### config.mk
export PLATFORM = sky130hd
export DESIGN_NAME = joypad_reply_frame_parser
export DESIGN_NICKNAME = d
export VERILOG_FILES = /design/src/rtl/core/jrfp_pkg.sv /design/src/rtl/core/jrfp_front.sv /design/src/rtl/core/jrfp_queue.sv /design/src/rtl/core/jrfp_back.sv /design/src/rtl/core/joypad_reply_frame_parser.sv
export SDC_FILE = /design/constraint.sdc
export NUM_CORES = 1
export LEC_CHECK = 0
export BUFFER_PORTS_ARGS = -buffer_cell sky130_fd_sc_hd__buf_2
export CORE_UTILIZATION = 53
export DETAILED_ROUTE_END_ITERATION = 10
export GPL_TIMING_DRIVEN = 0
export PLACE_DENSITY = 0.81
export SLEW_MARGIN = 20
export SYNTH_ARGS = -nofsm -noshare
export SYNTH_HDL_FRONTEND = slang
export SYNTH_SLANG_ARGS = --single-unit
### constraint.sdc
create_clock -name clk -period 3.5 [get_ports clk]
set_input_delay 0.175 -clock clk [delete_from_list [all_inputs] [get_ports clk]]
set_output_delay 0.175 -clock clk [all_outputs]
set_load 0.01 [all_outputs]
### src/rtl/core/jrfp_pkg.sv
// Shared types and constants for the joypad reply frame parser.
// This file has no dependencies. Every other file in rtl/core imports it.
package jrfp_pkg;

  // Number of 16-bit samples carried in the reply payload.
  localparam int SAMPLE_COUNT_DEFAULT = 6;

  localparam logic [7:0] HEAD_FIRST  = 8'h5A;  // 'Z'
  localparam logic [7:0] HEAD_SECOND = 8'h3A;  // ':'
  localparam logic [7:0] BYTE_MASK   = 8'hFF;
  localparam logic [8:0] POS_MAX     = 9'd511;

  localparam logic STATUS_OK  = 1'b0;
  localparam logic STATUS_BAD = 1'b1;

  // One received byte of the SPI frame.
  typedef struct packed {
    logic [7:0] data_byte;
    logic       frame_start;
  } in_t;

  // One parsed reply.
  typedef struct packed {
    logic        status;
    logic [15:0] left_x;
    logic [15:0] left_y;
    logic [15:0] right_x;
    logic [15:0] right_y;
    logic [15:0] left_trigger;
    logic [15:0] right_trigger;
  } out_t;

  // What the back end has to do with a byte.
  typedef enum logic [2:0] {
    OP_SKIP,
    OP_HEAD0,
    OP_HEAD1,
    OP_PAYLOAD,
    OP_CSUM_LO,
    OP_CSUM_HI
  } op_t;

  // Classified byte passed from the front end to the back end.
  typedef struct packed {
    op_t        op;
    logic       clear;  // frame start: drop header flag and running sum
    logic [7:0] data;
    logic [7:0] slot;   // byte offset within the payload
  } cmd_t;

endpackage

### src/rtl/core/jrfp_front.sv
// Front end of the joypad reply frame parser: byte position counter,
// offset register and byte classification. Depends on jrfp_pkg.
module jrfp_front import jrfp_pkg::*; #(
  parameter int SAMPLE_COUNT = SAMPLE_COUNT_DEFAULT
) (
  input  logic       clk,
  input  logic       rst,
  input  logic       offset_write,
  input  logic [7:0] offset_data,
  input  logic       accept,
  input  in_t        item,
  output logic       push,
  output cmd_t       cmd
);

  localparam int REL_CSUM_LO = 2 + 2 * SAMPLE_COUNT;
  localparam int REL_CSUM_HI = REL_CSUM_LO + 1;

  logic [7:0] reply_offset;
  logic [8:0] byte_position;
  logic [8:0] pos;
  logic [8:0] rel;

  always_comb begin
    pos = item.frame_start ? 9'd0 : byte_position;
    rel = pos - {1'b0, reply_offset};
    cmd.clear = item.frame_start;
    cmd.data  = item.data_byte & BYTE_MASK;
    cmd.slot  = rel[7:0] - 8'd2;
    if (pos < {1'b0, reply_offset}) begin
      cmd.op = OP_SKIP;
    end else if (rel == 9'd0) begin
      cmd.op = OP_HEAD0;
    end else if (rel == 9'd1) begin
      cmd.op = OP_HEAD1;
    end else if (rel < 9'(REL_CSUM_LO)) begin
      cmd.op = OP_PAYLOAD;
    end else if (rel == 9'(REL_CSUM_LO)) begin
      cmd.op = OP_CSUM_LO;
    end else if (rel == 9'(REL_CSUM_HI)) begin
      cmd.op = OP_CSUM_HI;
    end else begin
      cmd.op = OP_SKIP;
    end
    // Skipped bytes only need to reach the back end when they start a frame.
    push = accept && ((cmd.op != OP_SKIP) || cmd.clear);
  end

  always_ff @(posedge clk) begin
    if (rst) begin
      reply_offset  <= 8'd0;
      byte_position <= 9'd0;
    end else begin
      if (offset_write) begin
        reply_offset <= offset_data;
      end
      if (accept && (pos < POS_MAX)) begin
        byte_position <= pos + 9'd1;
      end else if (accept) begin
        byte_position <= pos;
      end
    end
  end

endmodule

### src/rtl/core/jrfp_queue.sv
// Two-entry queue of classified bytes between the front and back ends.
// Depends on jrfp_pkg for the entry type.
module jrfp_queue import jrfp_pkg::*; (
  input  logic clk,
  input  logic rst,
  input  logic push,
  input  cmd_t push_cmd,
  input  logic pop,
  output logic full,
  output logic empty,
  output cmd_t head
);

  cmd_t       entries [2];
  logic       wr_ptr;
  logic       rd_ptr;
  logic [1:0] count;

  assign full  = (count == 2'd2);
  assign empty = (count == 2'd0);
  assign head  = entries[rd_ptr];

  always_ff @(posedge clk) begin
    if (push) begin
      entries[wr_ptr] <= push_cmd;
    end
  end

  always_ff @(posedge clk) begin
    if (rst) begin
      wr_ptr <= 1'b0;
      rd_ptr <= 1'b0;
      count  <= 2'd0;
    end else begin
      if (push) begin
        wr_ptr <= ~wr_ptr;
      end
      if (pop) begin
        rd_ptr <= ~rd_ptr;
      end
      if (push && !pop) begin
        count <= count + 2'd1;
      end else if (pop && !push) begin
        count <= count - 2'd1;
      end
    end
  end

endmodule

### src/rtl/core/jrfp_back.sv
// Back end of the joypad reply frame parser: header check, payload sum,
// sample assembly and the registered result. Depends on jrfp_pkg.
module jrfp_back import jrfp_pkg::*; #(
  parameter int SAMPLE_COUNT = SAMPLE_COUNT_DEFAULT
) (
  input  logic clk,
  input  logic rst,
  input  logic empty,
  input  cmd_t head,
  output logic pop,
  output logic result_valid,
  input  logic result_stall,
  output out_t result_item
);

  localparam int IDX_W = $clog2(SAMPLE_COUNT);

  logic        header_good;
  logic        header_good_next;
  logic [15:0] payload_sum;
  logic [15:0] payload_sum_next;
  logic [7:0]  checksum_low;
  logic [15:0] sample_store [SAMPLE_COUNT];
  logic        hg_base;
  logic [15:0] sum_base;
  logic        ok;
  logic        out_free;
  logic [IDX_W-1:0] k;
  out_t        result_next;

  assign out_free = !result_valid || !result_stall;
  // A checksum-high byte waits until the result register can take it.
  assign pop = !empty && ((head.op != OP_CSUM_HI) || out_free);
  assign k   = head.slot[IDX_W:1];

  function automatic logic [15:0] axis(input logic [15:0] sample);
    axis = {sample[12:0], 3'b000};
  endfunction

  always_comb begin
    hg_base          = head.clear ? 1'b0 : header_good;
    sum_base         = head.clear ? 16'd0 : payload_sum;
    header_good_next = hg_base;
    payload_sum_next = sum_base;
    ok = hg_base && (sum_base[7:0] == checksum_low) && (sum_base[15:8] == head.data);
    case (head.op)
      OP_HEAD0: begin
        header_good_next = (head.data == HEAD_FIRST);
        payload_sum_next = 16'd0;
      end
      OP_HEAD1: begin
        header_good_next = hg_base && (head.data == HEAD_SECOND);
      end
      OP_PAYLOAD: begin
        payload_sum_next = sum_base + {8'd0, head.data};
      end
      default: begin
      end
    endcase
    if (ok) begin
      result_next.status        = STATUS_OK;
      result_next.left_x        = axis(sample_store[3]);
      result_next.left_y        = axis(sample_store[2]);
      result_next.right_x       = axis(sample_store[1]);
      result_next.right_y       = axis(sample_store[0]);
      result_next.left_trigger  = axis(sample_store[4]);
      result_next.right_trigger = axis(sample_store[5]);
    end else begin
      result_next = '0;
      result_next.status = STATUS_BAD;
    end
  end

  always_ff @(posedge clk) begin
    if (pop) begin
      if (head.op == OP_PAYLOAD) begin
        if (head.slot[0]) begin
          sample_store[k][15:8] <= head.data;
        end else begin
          sample_store[k][7:0] <= head.data;
        end
      end
      if (head.op == OP_CSUM_LO) begin
        checksum_low <= head.data;
      end
      if (head.op == OP_CSUM_HI) begin
        result_item <= result_next;
      end
    end
  end

  always_ff @(posedge clk) begin
    if (rst) begin
      header_good  <= 1'b0;
      payload_sum  <= 16'd0;
      result_valid <= 1'b0;
    end else begin
      if (pop) begin
        header_good <= header_good_next;
        payload_sum <= payload_sum_next;
      end
      if (pop && (head.op == OP_CSUM_HI)) begin
        result_valid <= 1'b1;
      end else if (!result_stall) begin
        result_valid <= 1'b0;
      end
    end
  end

endmodule

### src/rtl/core/joypad_reply_frame_parser.sv
// Top level of the joypad reply frame parser: front end, queue and back end.
// Depends on jrfp_pkg, jrfp_front, jrfp_queue and jrfp_back.
//
// Usage. Bytes of a received SPI frame enter on the byte channel
// (byte_valid, byte_stall, byte_item); byte_item.frame_start marks the
// first byte of a frame. The block skips bytes up to the reply offset set
// through offset_write and offset_data, checks the 'Z', ':' header, sums
// the twelve payload bytes and compares the sum with the two checksum
// bytes. After the last checksum byte one request leaves on the result
// channel (result_valid, result_stall, result_item) carrying the status
// and six axes; on a bad message the axes are zero.
// Throughput is one byte per clock cycle while byte_stall is low. The
// front end classifies each byte in the cycle it is accepted and writes
// it into a two-entry queue unless it is a skipped byte that starts no
// frame; the back end takes one queue entry per cycle unless a
// checksum-high byte waits for the output. The result is registered: the
// last checksum byte passes the queue into the result register once the output is free.
// When the receiver stalls, the result register holds its request; the
// back end keeps working on bytes that produce no result, and byte_stall
// rises only when the queue is full. Reset clears the offset to zero, the
// byte position, the header flag, the running sum and both handshakes.
module joypad_reply_frame_parser import jrfp_pkg::*; #(
  parameter int SAMPLE_COUNT = SAMPLE_COUNT_DEFAULT
) (
  input  logic       clk,
  input  logic       rst,
  input  logic       offset_write,
  input  logic [7:0] offset_data,
  input  logic       byte_valid,
  output logic       byte_stall,
  input  in_t        byte_item,
  output logic       result_valid,
  input  logic       result_stall,
  output out_t       result_item
);

  logic accept;
  logic push;
  logic pop;
  logic full;
  logic empty;
  cmd_t push_cmd;
  cmd_t head;

  // The front end may only take a byte while the queue has room.
  assign byte_stall = full;
  assign accept     = byte_valid && !full;

  jrfp_front #(
    .SAMPLE_COUNT(SAMPLE_COUNT)
  ) u_front (
    .clk          (clk),
    .rst          (rst),
    .offset_write (offset_write),
    .offset_data  (offset_data),
    .accept       (accept),
    .item         (byte_item),
    .push         (push),
    .cmd          (push_cmd)
  );

  jrfp_queue u_queue (
    .clk      (clk),
    .rst      (rst),
    .push     (push),
    .push_cmd (push_cmd),
    .pop      (pop),
    .full     (full),
    .empty    (empty),
    .head     (head)
  );

  jrfp_back #(
    .SAMPLE_COUNT(SAMPLE_COUNT)
  ) u_back (
    .clk          (clk),
    .rst          (rst),
    .empty        (empty),
    .head         (head),
    .pop          (pop),
    .result_valid (result_valid),
    .result_stall (result_stall),
    .result_item  (result_item)
  );

endmodule

==> reports/qor.yml <==
dp_hpwl_mm: 13.5
die_y_um: 141
num_vias: 6565
status: "finished, final reports clean"
clock_path_buffers: 3
cts_tree: "yes"
whs_ns: 0.0857
grt_max_degree: 44
power.leakage_uw: 0.00464
drive_above_1_share: 0.232
grtUsageTotal: 0.201
antenna_found_initial: 0
slew_violations: 0
ys_ff_latch: 237
power_density_nw_per_um2: 564
async_flop_share: 0
start_kind: "flop"
utilization: 0.654
cts_sinks: 237
cts_root_buf: "clkbuf_16"
boundaryPins: 121
path_buf_inv: 3
setup_viol: 0
grt_pass1_vias: 6260
slowest_stage: "xnor3_2"
path_cells: "nand2_1 -> ha_1 -> inv_1 -> fa_1 -> xnor3_2 -> inv_1 -> nand3_1 -> nor4_1 -> o22ai_2 -> a31oi_4 -> inv_1 -> ha_1 -> or3_1 -> a21oi_1"
area.growth.synth_to_final_pct: 20.2
firstDrtPassIters: 5
yosys.area.top_type: "edfxtp_1"
syn_inst: 790
required_ns: 3.93
cap_violations: 0
hold_class: "in -> reg"
die_w_um: 141
cts_buffers: 24
nFillCells: 1309
grt_pass1_wl_mm: 31.1
initial_core_util: 0.544
wl_per_cell_um: 16.4
hold_viol: 0
synth-seq-area-share: 0.656
diodes: 0
path_clk_slew_ns: 0.06
synthDistinctLibCells: 75
cp_max_fo: 5
cp_data_arrival_time_ns: 3.89
clkLatencyLatePin_ns: 0.52
period_minus_slack_ns: 3.45
fin_nets: 1000
drc_errors: 0
netlist_top_cells_count: "197 x edfxtp_1, 87 x and2_1, 69 x nor2_1"
worstMarginPinSlew_ns: 0.726
worst_path_most_repeated_cell: "inv_1"
via_per_inst: 5.31
max_stage_delay_ns: 0.45
h-tree-depth: 1
crit_type: "reg -> reg"
grt-ovfl-total: 0
synth_edf_count: 197
drt-initial-drc-count: 439
peakVddDrop_mv: 0.431
place.port_buffers: 101
fp.dieArea_sq_um: 19900
avgSynthCellArea_sq_um: 13.0
register_area_sq_um: 6720
ys_warn_count: 0
maxSlewHeadroom: 0.507
fin_crit_sh: 0.986
rows: 50
synth.most_common_cell: "edfxtp_1"
routabilityCongestion: 0.851
max_freq_ghz: 0.290
wirelength_mm: 20.3
antenna_left: 0
yosysTopAreaCellShare: 0.577
clock_skew_ns: 0.00872
netlist_area_sq_um: 10200
coreArea_sq_um: 18800
synth_area_leaders: "edfxtp_1 58%, dfxtp_1 7.8%, and2_1 5.3%"
multi_input_area_sq_um: 3330
cp-end-kind: "flop"
crit_family: "simple AND/OR/NAND/NOR gates"
ys.flop_type: "edfxtp_1"
finalPower_uw: 6950
## power by group
| group | leakage [uW] | internal (uW) | switching [uW] | total, uW |
|---|---|---|---|---|
| combinational | 0.00212 | 435 | 773 | 1210 |
| sequential | 0.00217 | 3290 | 68.9 | 3360 |
| clock | 0.000351 | 1350 | 1040 | 2390 |
| total | 0.00464 | 5070 | 1880 | 6950 |
## cell families after synthesis
group                    after synthesis  synth area share
AND/OR/NAND/NOR                      273             0.144
flip-flops                           237             0.656
AO/OA/AOI/OAI                        119            0.0788
buffers and inverters                 86            0.0405
multiplexers                          30            0.0332
adder cells (fa/ha/maj)               22            0.0277
XOR/XNOR                              22            0.0202
other                                  1          0.000366
## registers in the layout (all words and copies together) (netlist names), named ones only
register               count
u_back.checksum_low        8
u_back.result_valid        1
u_queue.count              2
u_back.result_item        79
u_back.payload_sum        16
u_back.header_good         1
u_front.reply_offset       8
u_front.byte_position      9
u_back.sample_store       78
u_queue.entries           32
u_queue.wr_ptr             1
u_queue.rd_ptr             1
## routing by layer
metal	GRT usage	vias to the layer above	wire [um]
met2	0.355	253	10100
met3	0.0326	38	1050
met5	0	-	0
li1	-	3173	-
met4	0.0704	0	545
met1	0.251	3101	8610
## worst paths after layout
kind	from	to	slack, ns	cells after the start
worst min register to register	u_back.header_good	u_back.header_good	0.50	2
worst max register to register	u_front.byte_position[0]	u_queue.count[1]	0.05	14
worst min-delay path	rst	u_back.payload_sum[14]	0.09	3
worst max-delay path	u_front.byte_position[0]	u_queue.count[1]	0.05	14
## worst min-delay path, delay by kind of cell
kind            cells  cell delay (ns)
compound gates      1             0.06
buf+inv             1             0.18
simple gates        1             0.12
## metrics by stage
stage	cells	cell area, sq um	setup WS (ns)	TNS, ns
after floorplan	807	10300	0.00329	0
after global placement	1168	11100	-0.891	-67.14
after detailed placement	1170	11200	-0.632	-22.17
after CTS	1233	12100	-0.0975	-2.68
after global routing	1237	12300	-0.0939	-0.0954
final	1237	12300	0.0480	0
## layout by cell type (no fill, tap or decap), drive strengths merged, types with 5 or more instances in the layout
cell and count:
buf 134, o21ai 27, nor4b 5, clkbuf 50, dfxtp 40, nand2 40, nand4 7, mux2 10
ha 17, dlygate4sd3 18, nor3 15, nand3 10, nor2 70, inv 39, nor2b 13, nand2b 5
and2 87, xnor2 17, edfxtp 197, mux2i 20, a21oi 32, clkinv 10, conb 18, a22oi 12
a31oi 9
## final cells by class
type / count / share of cell area
Tap cell: 260 / 0.0264
Clock inverter: 15 / 0.00985
Sequential cell: 237 / 0.545
Multi-Input combinational cell: 484 / 0.270
Buffer: 45 / 0.0214
Timing Repair Buffer: 128 / 0.0640
Inverter: 39 / 0.0128
Clock buffer: 29 / 0.0503
## repair_timing
item,4_1_cts,5_1_grt
endpoints found under the setup margin,64,108
gates resized for setup,11,29
setup buffers,1,6
hold endpoints to repair,27,0
pin swaps,0,7
hold buffers,18,0
(Power assumes the default switching activity.)
